File: config.mk
export PLATFORM = sky130hd
export DESIGN_NAME = escape_sequence_decoder
export DESIGN_NICKNAME = d
export VERILOG_FILES = /design/src/hdl/esd_pkg.sv /design/src/hdl/esd_decode.sv /design/src/hdl/esd_resq.sv /design/src/hdl/escape_sequence_decoder.sv
export SDC_FILE = /design/constraint.sdc
export NUM_CORES = 1
export LEC_CHECK = 0
export BUFFER_PORTS_ARGS = -buffer_cell sky130_fd_sc_hd__buf_2
export CAP_MARGIN = 25
export CORE_MARGIN = 5
export CORE_UTILIZATION = 50
export CTS_CLUSTER_DIAMETER = 40
export DETAILED_ROUTE_END_ITERATION = 12
export GPL_TIMING_DRIVEN = 0
export PLACE_DENSITY = 0.7
export SKIP_LAST_GASP = 1
export SLEW_MARGIN = 25
export SYNTH_ARGS = -nofsm -noshare
export SYNTH_HDL_FRONTEND = slang
export SYNTH_SLANG_ARGS = --single-unit
File: constraint.sdc
create_clock -name clk -period 3.6 [get_ports clk]
set_input_delay 0.36 -clock clk [delete_from_list [all_inputs] [get_ports clk]]
set_output_delay 0.36 -clock clk [all_outputs]
set_load 0.02 [all_outputs]
File: src/hdl/esd_pkg.sv
// Package for the escape sequence decoder.
// Holds the request and result types, decode modes, character codes and hex helpers.
// No dependencies.
package esd_pkg;

  // One input request: a character, or the end-of-string marker.
  typedef struct packed {
    logic [7:0] ch;
    logic       at_end;
  } in_item_t;

  // One result item.
  typedef struct packed {
    logic [7:0] out_byte;
    logic       has_byte;
    logic       bad_escape;
    logic       string_done;
    logic       run_last;
  } out_item_t;

  // Decode modes.
  typedef enum logic [2:0] {
    M_NORMAL    = 3'd0,
    M_ESC       = 3'd1,
    M_HEX_START = 3'd2,
    M_HEX_NEXT  = 3'd3,
    M_HEX_LOW   = 3'd4
  } mode_t;

  // Decoder output toward the result queue.
  typedef struct packed {
    logic      push;
    logic [1:0] n_res;
    out_item_t res0;
    out_item_t res1;
  } dec_out_t;

  localparam logic [7:0] CH_BSLASH = 8'h5C;
  localparam logic [7:0] CH_QUOTE  = 8'h27;
  localparam logic [7:0] CH_DQUOTE = 8'h22;
  localparam logic [7:0] CH_QMARK  = 8'h3F;
  localparam logic [7:0] CASE_GAP  = 8'h20;

  // True for 0-9, a-f and A-F.
  function automatic logic is_hex(input logic [7:0] c);
    return c inside {["0":"9"], ["a":"f"], ["A":"F"]};
  endfunction

  // Value of a hex digit character; zero for anything else.
  function automatic logic [3:0] hex_val(input logic [7:0] c);
    logic [7:0] v;
    v = 8'd0;
    if (c inside {["0":"9"]}) begin
      v = c - "0";
    end else if (c inside {["a":"f"]}) begin
      v = c - "a" + 8'd10;
    end else if (c inside {["A":"F"]}) begin
      v = c - "A" + 8'd10;
    end
    return v[3:0];
  endfunction

endpackage

File: src/hdl/esd_decode.sv
// Escape decode stage: mode and held-digit state plus the per-request decode logic.
// Uses esd_pkg for types, modes and hex helpers.
module esd_decode (
  input  logic              clk,
  input  logic              rst_n,
  input  logic              item_vld,
  input  esd_pkg::in_item_t item,
  output esd_pkg::dec_out_t dec
);

  esd_pkg::mode_t mode_r, mode_nxt;
  logic [7:0]     held_r, held_nxt;

  // Builds one result with run_last clear.
  function automatic esd_pkg::out_item_t mk(input logic [7:0] b, input logic has,
                                            input logic bad, input logic done);
    esd_pkg::out_item_t r;
    r.out_byte    = has ? b : 8'd0;
    r.has_byte    = has;
    r.bad_escape  = bad;
    r.string_done = done;
    r.run_last    = 1'b0;
    return r;
  endfunction

  logic [7:0]         c;
  logic [7:0]         lc;
  esd_pkg::out_item_t plain_res;
  logic               plain_emits;
  esd_pkg::mode_t     plain_mode;
  esd_pkg::out_item_t r0, r1;
  logic [1:0]         n;

  // Handling of the character as plain text, shared by several modes.
  always_comb begin
    c           = item.ch;
    lc          = (c inside {["A":"Z"]}) ? c + esd_pkg::CASE_GAP : c;
    plain_res   = mk(c, 1'b1, 1'b0, 1'b0);
    plain_emits = (c != esd_pkg::CH_BSLASH);
    plain_mode  = plain_emits ? esd_pkg::M_NORMAL : esd_pkg::M_ESC;
  end

  // Next state and results for one request.
  always_comb begin
    mode_nxt = mode_r;
    held_nxt = held_r;
    r0       = '0;
    r1       = '0;
    n        = 2'd0;
    if (item.at_end) begin
      n        = 2'd1;
      mode_nxt = esd_pkg::M_NORMAL;
      held_nxt = 8'd0;
      case (mode_r)
        esd_pkg::M_ESC:       r0 = mk(esd_pkg::CH_QMARK, 1'b1, 1'b1, 1'b1);
        esd_pkg::M_HEX_START: r0 = mk(8'd0, 1'b0, 1'b1, 1'b1);
        esd_pkg::M_HEX_LOW:   r0 = mk(held_r, 1'b1, 1'b0, 1'b1);
        default:              r0 = mk(8'd0, 1'b0, 1'b0, 1'b1);
      endcase
    end else begin
      case (mode_r)
        esd_pkg::M_ESC: begin
          mode_nxt = esd_pkg::M_NORMAL;
          n        = 2'd1;
          case (lc)
            "a":     r0 = mk(8'd7, 1'b1, 1'b0, 1'b0);
            "b":     r0 = mk(8'd8, 1'b1, 1'b0, 1'b0);
            "f":     r0 = mk(8'd12, 1'b1, 1'b0, 1'b0);
            "v":     r0 = mk(8'd11, 1'b1, 1'b0, 1'b0);
            "r":     r0 = mk(8'd13, 1'b1, 1'b0, 1'b0);
            "n":     r0 = mk(8'd10, 1'b1, 1'b0, 1'b0);
            "t":     r0 = mk(8'd9, 1'b1, 1'b0, 1'b0);
            esd_pkg::CH_QUOTE, esd_pkg::CH_DQUOTE, esd_pkg::CH_BSLASH:
                     r0 = mk(c, 1'b1, 1'b0, 1'b0);
            "x": begin
              mode_nxt = esd_pkg::M_HEX_START;
              n        = 2'd0;
            end
            default: r0 = mk(esd_pkg::CH_QMARK, 1'b1, 1'b1, 1'b0);
          endcase
        end
        esd_pkg::M_HEX_START, esd_pkg::M_HEX_NEXT: begin
          if (esd_pkg::is_hex(c)) begin
            held_nxt = c;
            mode_nxt = esd_pkg::M_HEX_LOW;
          end else begin
            r0       = plain_res;
            n        = {1'b0, plain_emits};
            mode_nxt = plain_mode;
          end
        end
        esd_pkg::M_HEX_LOW: begin
          held_nxt = 8'd0;
          if (esd_pkg::is_hex(c)) begin
            r0       = mk({esd_pkg::hex_val(held_r), esd_pkg::hex_val(c)}, 1'b1, 1'b0, 1'b0);
            n        = 2'd1;
            mode_nxt = esd_pkg::M_HEX_NEXT;
          end else begin
            // A lone digit goes out literally, then the character is plain text.
            r0       = mk(held_r, 1'b1, 1'b0, 1'b0);
            r1       = plain_res;
            n        = plain_emits ? 2'd2 : 2'd1;
            mode_nxt = plain_mode;
          end
        end
        default: begin
          r0       = plain_res;
          n        = {1'b0, plain_emits};
          mode_nxt = plain_mode;
        end
      endcase
    end
    // Mark the last result of this request.
    if (n == 2'd1) begin
      r0.run_last = 1'b1;
    end
    if (n == 2'd2) begin
      r1.run_last = 1'b1;
    end
    dec.push  = item_vld;
    dec.n_res = n;
    dec.res0  = r0;
    dec.res1  = r1;
  end

  // Decode state advances once per consumed request.
  always_ff @(posedge clk) begin
    if (!rst_n) begin
      mode_r <= esd_pkg::M_NORMAL;
      held_r <= 8'd0;
    end else if (item_vld) begin
      mode_r <= mode_nxt;
      held_r <= held_nxt;
    end
  end

endmodule

File: src/hdl/esd_resq.sv
// Result queue: four entries, takes up to two results per cycle, gives one per cycle while the receiver does not stall.
// Uses esd_pkg for the result and decoder types.
module esd_resq (
  input  logic               clk,
  input  logic               rst_n,
  input  esd_pkg::dec_out_t  dec,
  output logic               room,
  output logic               out_valid,
  input  logic               out_stall,
  output esd_pkg::out_item_t out_data
);

  esd_pkg::out_item_t q_r [4];
  logic [1:0] rd_ptr_r, rd_ptr_nxt;
  logic [1:0] wr_ptr_r, wr_ptr_nxt;
  logic [2:0] count_r, count_nxt;
  logic [1:0] push_n;
  logic       pop;

  // Pointer and fill arithmetic.
  always_comb begin
    push_n     = dec.push ? dec.n_res : 2'd0;
    pop        = (count_r != 3'd0) && !out_stall;
    wr_ptr_nxt = wr_ptr_r + push_n;
    rd_ptr_nxt = rd_ptr_r + {1'b0, pop};
    count_nxt  = count_r + {1'b0, push_n} - {2'b00, pop};
  end

  // Room for a full two-result request.
  assign room      = (count_r <= 3'd2);
  assign out_valid = (count_r != 3'd0);
  assign out_data  = q_r[rd_ptr_r];

  always_ff @(posedge clk) begin
    if (!rst_n) begin
      rd_ptr_r <= 2'd0;
      wr_ptr_r <= 2'd0;
      count_r  <= 3'd0;
    end else begin
      rd_ptr_r <= rd_ptr_nxt;
      wr_ptr_r <= wr_ptr_nxt;
      count_r  <= count_nxt;
    end
  end

  // Entry storage.
  always_ff @(posedge clk) begin
    if (push_n != 2'd0) begin
      q_r[wr_ptr_r] <= dec.res0;
    end
    if (push_n == 2'd2) begin
      q_r[wr_ptr_r + 2'd1] <= dec.res1;
    end
  end

endmodule

File: src/hdl/escape_sequence_decoder.sv
// Top level of the escape sequence decoder.
// Instantiates esd_decode and esd_resq; uses esd_pkg for the channel types.
//
// Usage: characters of a string arrive as requests on the in_ channel, closed
// by a request with at_end set. Results leave on the out_ channel, each with
// run_last marking the last result a request caused. A request may cause zero,
// one or two results; the end request always causes exactly one.
// Path: a request held in the input register is decoded once the queue has
// room; its results are written into the result queue for the out_ channel.
// Throughput: one request per cycle while each gives at most one result and
// the receiver does not stall; a request that gives two results is drained
// one result at a time through the single read port of the four-entry result
// queue.
// Reset clears the decode mode, the held digit and the queue; nothing is
// pending afterwards. When the receiver stalls, the result on out_data holds
// and the queue fills; once fewer than two free entries remain the input
// register holds its request and in_stall rises.
module escape_sequence_decoder (
  input  logic               clk,
  input  logic               rst_n,
  input  logic               in_valid,
  output logic               in_stall,
  input  esd_pkg::in_item_t  in_data,
  output logic               out_valid,
  input  logic               out_stall,
  output esd_pkg::out_item_t out_data
);

  logic              in_valid_r;
  esd_pkg::in_item_t in_data_r;
  logic              room;
  logic              consume;
  esd_pkg::dec_out_t dec;

  // The input register is drained whenever the queue can take two results.
  assign consume  = in_valid_r && room;
  assign in_stall = in_valid_r && !room;

  always_ff @(posedge clk) begin
    if (!rst_n) begin
      in_valid_r <= 1'b0;
    end else if (!in_stall) begin
      in_valid_r <= in_valid;
    end
  end

  always_ff @(posedge clk) begin
    if (in_valid && !in_stall) begin
      in_data_r <= in_data;
    end
  end

  esd_decode u_decode (
    .clk      (clk),
    .rst_n    (rst_n),
    .item_vld (consume),
    .item     (in_data_r),
    .dec      (dec)
  );

  esd_resq u_resq (
    .clk       (clk),
    .rst_n     (rst_n),
    .dec       (dec),
    .room      (room),
    .out_valid (out_valid),
    .out_stall (out_stall),
    .out_data  (out_data)
  );

endmodule

Word level (Yosys, flattened, before mapping)
Memories as Yosys holds them, arrays and structs flattened. A register that Yosys moved wholly into a read port is not among the register bits.
Index checks and enable logic that the tools add are counted.
Storage, ports and cells
  flip-flop bits (word level): 28
  bits in writable memories: 48
  input port bits: 13
  output and inout port bits: 14
  word-level logic and storage cells: 118
  memories kept: 1
Memories
  u_resq.q_r: words 4, bits a word 12, rd ports 1, clocked after memory_dff 1, write ports 2, RTL line esd_resq.sv:13  | esd_pkg::out_item_t q_r [4];
Operators by class
  add/sub/neg operators: 16
  order comparisons: 14
  eq/ne operators: 20
  muxes and demuxes: 38
  reductions and logical operators: 21
Operators by type and width (count)
  $pmux 12 s9: 1
  $eq 8x7->1 const B: 9
  $pmux 12 s3: 2
  $mux 12: 5
  $le 8x7->1 const B: 5
  $ge 8x7->1 const B: 4
  $mux 4: 6
  $mux 8: 3
  $sub 4x1->4 const B: 6
  $add 4x4->4 const B: 4
  $eq 8x6->1 const B: 2
  $ge 8x6->1 const B: 2
  $le 8x6->1 const B: 2
  $pmux 8 s2: 1
  $mux 2: 6
  $logic_and 1x1->1: 11
  $mux 1: 9
  $mux 3: 3
  $pmux 3 s3: 1
  $reduce_bool 3->1: 3
  $add 8x6->8 const B: 1
  $ne 8x7->1 const B: 1
  $eq 3x2->1 const B: 2
  $pmux 2 s3: 1
  other kinds (16): 19

Logic depth before layout (Yosys ltp)
Gate-level depths: netlist of run 1.
  depth after elaboration: 11
  mapped depth: 16
  gate-level depth less buffers: 13

By module
From an unflattened synthesis of run 1, not the netlist that was laid out.
Second synthesis, totals
  cell total of the unflattened synthesis: 488
  area, all modules: 5270.1 um2
By module, submodules not included
  esd_resq: times used 1, cells an instance 172, area each 2817.7 um2, sequential area each 1581.5 um2
  esd_decode: times used 1, cells an instance 302, area each 2128.3 um2, sequential area each 220.2 um2
  escape_sequence_decoder: times used 1, cells an instance 14, area each 324.1 um2, sequential area each 290.3 um2

Least setup slack after synthesis of run 1
No wires, ideal clock.
  kind: flip-flop to flip-flop
  from: register in_data_r[6] (netlist name)
  to: register u_resq.count_r[2]
  library setup time: 115 ps
  data arrival time: 3369 ps
  data required time: 3485 ps
  path slack: 117 ps
  stages on the path, launching flop included: 14
  path buffers: 1
  period minus slack after synthesis: 3483 ps
  cells stage by stage: edfxtp_1 > clkbuf_1 > inv_1 > ha_1 > o221a_2 > a211oi_1 > nand3b_1 > a221oi_4 > nand2b_1 > inv_1 > ha_1 > fa_1 > xnor2_1 > and2_1
On the way
  cells in the longest elaborated chain, start to end: 10
  elaborated cells on any way between the ends: 25
  those cells by class: add/sub (3); order compare (7); eq/ne (2); mux (8); reduce/logical (5)
Ends and longest elaborated chain
  from (decl): RTL line escape_sequence_decoder.sv:30  | esd_pkg::in_item_t in_data_r;
  from (signal assigned): RTL line escape_sequence_decoder.sv:49  | in_data_r <= in_data;
  $ge 8x7->1 / $le 8x7->1 (equally long branches): RTL line esd_pkg.sv:46, esd_decode.sv:37
  $logic_and 1x1->1: RTL line esd_decode.sv:37  | lc = (c inside {["A":"Z"]}) ? c + esd_pkg::CASE_GAP : c;
  $mux 8: RTL line esd_decode.sv:37
  $eq 8x7->1: RTL line esd_decode.sv:65  | case (lc)
  $mux 1: RTL line esd_decode.sv:65
  $pmux 2 s3 (*): RTL line esd_decode.sv:61  | case (mode_r)
  $mux 2 (*): RTL line esd_decode.sv:50  | if (item.at_end) begin
  $mux 2 (*): RTL line esd_resq.sv:22  | push_n = dec.push ? dec.n_res : 2'd0;
  $add 3x2->3 (*): RTL line esd_resq.sv:26  | count_nxt = count_r + {1'b0, push_n} - {2'b00, pop};
  $sub 3x1->3 (*): RTL line esd_resq.sv:26
  to (signal assigned): RTL line esd_resq.sv:42  | count_r <= count_nxt;
  to (decl): RTL line esd_resq.sv:16  | logic [2:0] count_r, count_nxt;
Every way passes the cells marked *; elsewhere a longest branch is shown, timed or not.
A chain may end at the register's enable or synchronous reset.

Worst setup path after layout of run 1
  from: register in_data_r[1] (netlist name)
  to: register u_resq.count_r[2]
Same word-level chain as after synthesis.

==> flow_summary.json, run 1 <==
{
  "worst_clock_skew_ns": 0.0120,
  "cts_buffers": 9,
  "vias": 3978,
  "powerDensity_mw_per_mm2": 453,
  "switching_share": 0.340,
  "syn-num-nets": 492,
  "avgSynthCellArea_um2": 10.1,
  "hold_path.class": "input port to flop",
  "syn_to_final_growth_pct": 15.5,
  "crit_path_top_delay_cell": "edfxtp_1",
  "reg2reg_slack_ns": 0.19,
  "fmax_mhz": 294,
  "grt_max_degree": 16,
  "syn_inst": 461,
  "cts_max_level": 3,
  "synth_edf_count": 49,
  "path_class": "flop to flop",
  "cp-endpoint": "u_resq.count_r[2]",
  "drtAntennaViolNets": 0,
  "pwr-share-comb": 0.294,
  "ioPinCount": 27,
  "slew_headroom": 0.419,
  "final_area_mm2": 0.00537,
  "cts.sinks": 76,
  "critical_path_depth": 13,
  "first_global_vias": 3825,
  "setup-tns-final_ns": 0,
  "place.gp.congestion": 0.914,
  "portBuffers": 26,
  "die-area_mm2": 0.0113,
  "rr_startpoint": "in_data_r[1]",
  "grt_usage": 0.221,
  "clockRootBuffer": "clkbuf_8",
  "crit_path_start_kind": "flop",
  "syn_area_mm2": 0.00465,
  "crit_buf_inv": 2,
  "final_layout_size_suffix_gt1_frac": 0.223,
  "initial_core_util": 0.508,
  "fp-row-count": 35,
  "nets": 546,
  "crit_arrival_ns": 3.66,
  "antenna_found_initial": 0,
  "yosys_warnings": 0,
  "worstMarginPinSlew_ns": 0.872,
  "power.internal_mw": 1.60,
  "wl_per_cell_um": 19.5,
  "min_from": "in_data[5]",
  "reg2regPathDepth": 13,
  "power_leakage_nw": 1.90,
  "crit_chain": "inv_4 > ha_1 > or3b_4 > o311ai_2 > a21o_2 > a311o_1 > a221oi_4 > nand2b_4 > inv_1 > ha_1 > fa_1 > xnor2_1 > and2_1",
  "worstSetupStartpoint": "in_data_r[1]",
  "grt_first_pass_wirelength_mm": 19.8,
  "hold_violations": 0,
  "die_w_um": 106,
  "ys_ff_latch": 76,
  "ir_drop_mv": 0.173,
  "yosys_most_used_dff": "edfxtp_1",
  "slew_viol_final": 0,
  "slowest_delay_ns": 0.53,
  "cts_tree": "done",
  "seqPwrFrac": 0.430,
  "setup_viol": 0,
  "crit_path_end_kind": "flop",
  "worst_path_dominant_cell_family": "compound AO/OA/AOI/OAI gates",
  "crit_required_ns": 3.86,
  "core-area_mm2": 0.00915,
  "totalWireLength_mm": 12.3,
  "antenna_cells": 0,
  "clockBufferDepth": 2,
  "drc": 0,
  "gr-total-overflow": 0,
  "async_reset_ff_frac": 0,
  "drtIter0Drc": 453,
  "worstReg2RegEnd": "u_resq.count_r[2]",
  "place_hpwl_mm": 8.61,
  "chipHeight_um": 106,
  "fill_cells": 789,
  "power.switching_mw": 0.826,
  "viasPerCell": 6.30,
  "min_period_ns": 3.41,
  "crit_top_cell": "ha_1",
  "power_frac_clock": 0.276,
  "clock_latency_ns": 0.36,
  "status": "finished clean",
  "place_area_mm2": 0.00492,
  "firstDrtPassIters": 5,
  "synth_cell_types": 74,
  "path_max_fanout": 10,
  "clk_pin_slew_ns": 0.09,
  "finalCritPeriodShare": 0.946,
  "yosysSeqAreaShare": 0.433,
  "max_cap_violations": 0
}
-- layer usage --
metal | share of wire | up-vias | GRT usage
li1 | - | 1874 | -
met5 | 0 | - | 0
met4 | 0.020 | 0 | 0.0694
met3 | 0.077 | 27 | 0.0480
met2 | 0.48 | 202 | 0.352
met1 | 0.43 | 1875 | 0.302
-- through the flow --
step	hold slack (ns)	utilization	worst slack, ns	total power, mW	instances
final	0.173	0.586	0.193	2.43	631
after global routing	0.149	0.586	-0.0301	2.56	631
after CTS	0.168	0.569	-0.00698	2.40	620
after detailed placement	0.455	0.538	-0.571	1.73	598
after global placement	0.445	0.537	-0.549	1.72	598
after floorplan	0.433	-	0.117	1.55	461
-- state kept, by name (all words and copies together), names as in the netlist --
name	flops
u_resq.rd_ptr_r	2
u_resq.wr_ptr_r	2
u_resq.q_r	48
in_data_r	9
in_valid_r	1
u_decode.held_r	8
u_decode.mode_r	3
u_resq.count_r	3
-- cell families after synthesis --
family,share of synthesized area
AND/OR/NAND/NOR,0.174
AO/OA/AOI/OAI,0.219
flip-flops,0.433
buffers and inverters,0.0388
multiplexers,0.0714
adder cells (fa/ha/maj),0.0501
XOR/XNOR,0.0132
-- worst min path at each step --
stage	to	slack, ns	cells past startpoint
finish	in_data_r[5]	0.17	1
CTS	in_data_r[0]	0.17	1
floorplan	u_resq.q_r[2][2]	0.43	2
detailed placement	u_resq.q_r[0][1]	0.46	2
global route	in_data_r[0]	0.15	1
global placement	u_resq.q_r[2][2]	0.44	2
-- cells in the mapped netlist (all sizes together), types with 9 or more instances --
cell     n  share of area
nand3    9         0.0097
nand2   46          0.037
nor2    22          0.018
a22oi   11          0.018
mux4    12          0.058
clkbuf  19          0.015
inv     17          0.014
a21oi   23          0.026
o22ai   17          0.023
ha      17          0.046
and2    11          0.015
dfxtp   27           0.12
o21ai   27          0.029
edfxtp  49           0.32
nor2b   23          0.031
-- power groups by stage --
| stage | clock, mW | sequential [mW] | combinational, mW |
|---|---|---|---|
| global route | 0.720 | 1.06 | 0.781 |
| floorplan | 0 | 1.05 | 0.495 |
| detailed placement | 0 | 1.07 | 0.663 |
| finish | 0.671 | 1.05 | 0.714 |
| CTS | 0.670 | 1.05 | 0.682 |
| global placement | 0 | 1.07 | 0.653 |
-- layout by cell type, fill, tap and decap left out, types with 4 or more instances in the layout --
| master | instances |
|---|---|
| dfxtp_1 | 27 |
| clkbuf_8 | 9 |
| a22oi_1 | 11 |
| nand3_1 | 8 |
| buf_4 | 18 |
| a31oi_1 | 5 |
| nand4_1 | 4 |
| a22o_1 | 5 |
| edfxtp_1 | 49 |
| o2bb2ai_1 | 4 |
| nand2_4 | 4 |
| mux4_2 | 12 |
| nor2b_1 | 23 |
| nand2_1 | 40 |
| nor2_1 | 21 |
| ha_1 | 16 |
| nand2b_1 | 6 |
| mux2i_1 | 5 |
| o211ai_1 | 7 |
| o21ai_0 | 24 |
| a211oi_2 | 4 |
| inv_1 | 13 |
| o21a_1 | 4 |
| a32o_1 | 6 |
| o22ai_1 | 16 |
| and2_1 | 11 |
| and3_1 | 4 |
| xnor2_1 | 6 |
| a21oi_1 | 21 |
| buf_2 | 30 |
| clkbuf_1 | 18 |
-- repair_timing --
action                                 in CTS  in global routing
setup buffers                               6                 12
pin swaps                                   2                  3
resized for setup                          14                 20
setup endpoints to repair                  79                 54
endpoints found under the hold margin       0                  0
hold buffers                                0                  0
-- area by class of cell --
cell class | instances | area [um2] | area share
Buffer | 26 | 114 | 0.0212
Clock buffer | 10 | 149 | 0.0278
Clock inverter | 6 | 51.3 | 0.00956
Inverter | 19 | 76.3 | 0.0142
Multi-Input combinational cell | 339 | 2560 | 0.477
Sequential cell | 76 | 2010 | 0.375
Tap cell | 111 | 139 | 0.0259
Timing Repair Buffer | 44 | 265 | 0.0494
No activity file was read; power rests on OpenSTA's default activity.
==> inputs of run 2 (changes only) <==
--- a/config.mk
+++ b/config.mk
@@ -14,7 +14,7 @@
 export GPL_TIMING_DRIVEN = 0
 export PLACE_DENSITY = 0.7
 export SKIP_LAST_GASP = 1
-export SLEW_MARGIN = 25
 export SYNTH_ARGS = -nofsm -noshare
 export SYNTH_HDL_FRONTEND = slang
+export SYNTH_HIERARCHICAL = 1
 export SYNTH_SLANG_ARGS = --single-unit
==> run 2 against run 1 <==
  * Register-to-register slack worse by 0.18 ns
  * Flip-flop and latch count unchanged
  * Non-clock buffer count up 23
  * Sequential share of layout area down 3.6 points
  * Clock skew down 0.0038 ns
  * Area after synthesis up 13%
  * Critical endpoint is now u_resq/q_r[3][2]
  * Largest cell class unchanged
==> flow_summary.json, run 2 <==
{
  "wl_per_cell_um": 19.6,
  "cts_buffers": 9,
  "worst_path_dominant_cell_family": "simple AND/OR/NAND/NOR gates",
  "hold_violations": 0,
  "grt_usage": 0.215,
  "reg2reg_slack_ns": 0.01,
  "die-area_mm2": 0.0127,
  "grt_max_degree": 14,
  "min_period_ns": 3.59,
  "synth_cell_types": 86,
  "vias": 4196,
  "path_max_fanout": 12,
  "yosysMostFrequentCell": "edfxtp_1",
  "syn_to_final_growth_pct": 17.1,
  "crit_required_ns": 3.70,
  "syn_area_mm2": 0.00527,
  "worstHoldPathCells": 1,
  "slew_headroom": 0.371,
  "cp-endpoint": "u_resq/q_r[3][2]",
  "grt_first_pass_wirelength_mm": 21.6,
  "viasPerCell": 6.05,
  "final_layout_size_suffix_gt1_frac": 0.382,
  "setup-tns-final_ns": 0,
  "async_reset_ff_frac": 0,
  "slowest_delay_ns": 0.64,
  "yosys_most_used_dff": "edfxtp_1",
  "crit_path_start_kind": "flop",
  "chipHeight_um": 113,
  "reg2regPathDepth": 14,
  "whs_ns": 0.183,
  "cts.sinks": 76,
  "setup_viol": 0,
  "ctsHoldBuffers": 0,
  "clockRootBuffer": "clkbuf_8",
  "yosysSeqAreaShare": 0.397,
  "place_hpwl_mm": 9.62,
  "fp-row-count": 37,
  "nets": 580,
  "synth_top_area_cell": "edfxtp_1",
  "clockBufferDepth": 2,
  "finalCritPeriodShare": 0.996,
  "worstMarginPinSlew_ns": 0.941,
  "first_global_vias": 4048,
  "layout_commonest_cell": "edfxtp_1",
  "layout_common_cells": "edfxtp_1 (57), mux2_2 (39), buf_2 (37), nor2_1 (37), buf_4 (36)",
  "clk_pin_slew_ns": 0.08,
  "portBuffers": 26,
  "synth_edf_count": 57,
  "antenna_found_initial": 0,
  "slew_viol_final": 0,
  "initial_core_util": 0.510,
  "clock_latency_ns": 0.35,
  "crit_path_end_kind": "flop",
  "yosys_warnings": 6,
  "drtAntennaViolNets": 0,
  "cts_max_level": 3,
  "crit_arrival_ns": 3.69,
  "regMostFlops": "u_resq/q_r",
  "yosys-top-cells-count": "edfxtp_1 (57), nor2_1 (40), mux2_2 (39)",
  "rsz0062_at_grt": "true",
  "ir_drop_mv": 0.191,
  "rr_startpoint": "in_data_r[2]",
  "largest_register_ffs": 48,
  "syn_inst": 488,
  "crit_buf_inv": 4,
  "fmax_mhz": 279,
  "max_cap_violations": 0,
  "drtIter0Drc": 407,
  "gr-total-overflow": 0,
  "worstSetupStartpoint": "in_data_r[2]",
  "hold_path.class": "input port to flop",
  "crit_path_top_delay_cell": "or4_4",
  "die_w_um": 113,
  "firstDrtPassIters": 5,
  "path_class": "flop to flop",
  "totalWireLength_mm": 13.6,
  "place.gp.congestion": 0.923,
  "crit_chain": "clkbuf_8 > inv_4 > ha_4 > nor3b_1 > or4b_4 > or2_4 > nand2b_4 > buf_8 > a21oi_2 > nor2_2 > o21ai_2 > buf_4 > or4_4 > mux2_4",
  "worst_clock_skew_ns": 0.00824,
  "status": "finished clean",
  "worstReg2RegEnd": "u_resq/q_r[3][2]",
  "final_cells": 694,
  "reg_top3": "u_resq/q_r (48), in_data_r (9), u_decode/held_r (8)",
  "ioPinCount": 27,
  "synth_area_leaders": "edfxtp_1 (32%), mux2_2 (8.3%), dfxtp_1 (7.2%)",
  "core-area_mm2": 0.0103,
  "ys_ff_latch": 76,
  "powerDensity_mw_per_mm2": 410,
  "power_leakage_nw": 2.30,
  "avgSynthCellArea_um2": 10.8,
  "antenna_cells": 0,
  "cts_tree": "done",
  "dp.cells": 653,
  "drc": 0,
  "critical_path_depth": 14,
  "synth.top_cell.area_share": 0.325
}
run 2: routing by layer:
metal | part of all wire | global-route usage
met1 | 0.43 | 0.286
met2 | 0.49 | 0.360
met3 | 0.055 | 0.0340
met4 | 0.026 | 0.0697
met5 | 0 | 0
run 2: layout make-up:
type / instances / area [um2]
flip-flops and latches: 76 / 2090
clock inverters: 6 / 87.6
inverters: 18 / 73.8
plain buffers: 38 / 258
multi-input cells: 355 / 3010
fillers: 854 / 4150
clock buffers: 10 / 128
well taps: 136 / 170
repair buffers: 55 / 359
run 2: cell families (layout without fill, tap and decap cells):
kind of cell,after synthesis,in the layout,share of synthesized area
AND/OR/NAND/NOR,156,156,0.169
AO/OA/AOI/OAI,108,108,0.151
flip-flops,76,76,0.397
multiplexers,67,67,0.175
buffers and inverters,58,127,0.0601
adder cells (fa/ha/maj),14,14,0.0347
XOR/XNOR,8,8,0.0133
other,1,2,0.000712
run 2: worst min-delay path by stage:
stage / startpoint / endpoint / slack [ns]
CTS: in_data[8] / in_data_r[8] / 0.17
floorplan: u_decode/held_r[7] / u_decode/held_r[7] / 0.45
detailed placement: u_decode/held_r[7] / u_decode/held_r[7] / 0.50
finish: in_data[8] / in_data_r[8] / 0.18
global placement: u_decode/held_r[7] / u_decode/held_r[7] / 0.50
global route: in_data[2] / in_data_r[2] / 0.16
run 2: power breakdown:
group          switching [mW]  leakage (nW)  internal (mW)  total [mW]
registers              0.0392         0.682           1.01        1.05
clock network           0.326         0.111          0.392       0.718
logic                   0.424          1.51          0.339       0.763
total                   0.789          2.30           1.74        2.53
run 2: worst reg2reg max path: stages, from the launching register on:
cell and delay (ns):
edfxtp_1 0.40, clkbuf_8 0.17, inv_4 0.08, ha_4 0.17, nor3b_1 0.05, or4b_4 0.51, or2_4 0.27, nand2b_4 0.11
buf_8 0.12, a21oi_2 0.05, nor2_2 0.16, o21ai_2 0.09, buf_4 0.18, or4_4 0.64, mux2_4 0.35
run 2: metrics by stage:
step	worst slack [ns]	util	power, mW	area (um2)
global placement	-0.680	0.544	1.76	5620
CTS	0.0200	0.586	2.53	6050
finish	0.0137	0.598	2.53	6170
global route	-0.0671	0.598	2.66	6170
detailed placement	-0.470	0.546	1.78	5640
floorplan	0.00788	-	1.60	5320
run 2: what timing repair did:
action | 4_1_cts | 5_1_grt
setup endpoints to repair | 98 | 78
hold endpoints to repair | 0 | 0
pin swaps | 7 | 4
gates resized for setup | 29 | 14
setup buffers | 15 | 10
cloned | 2 | 0
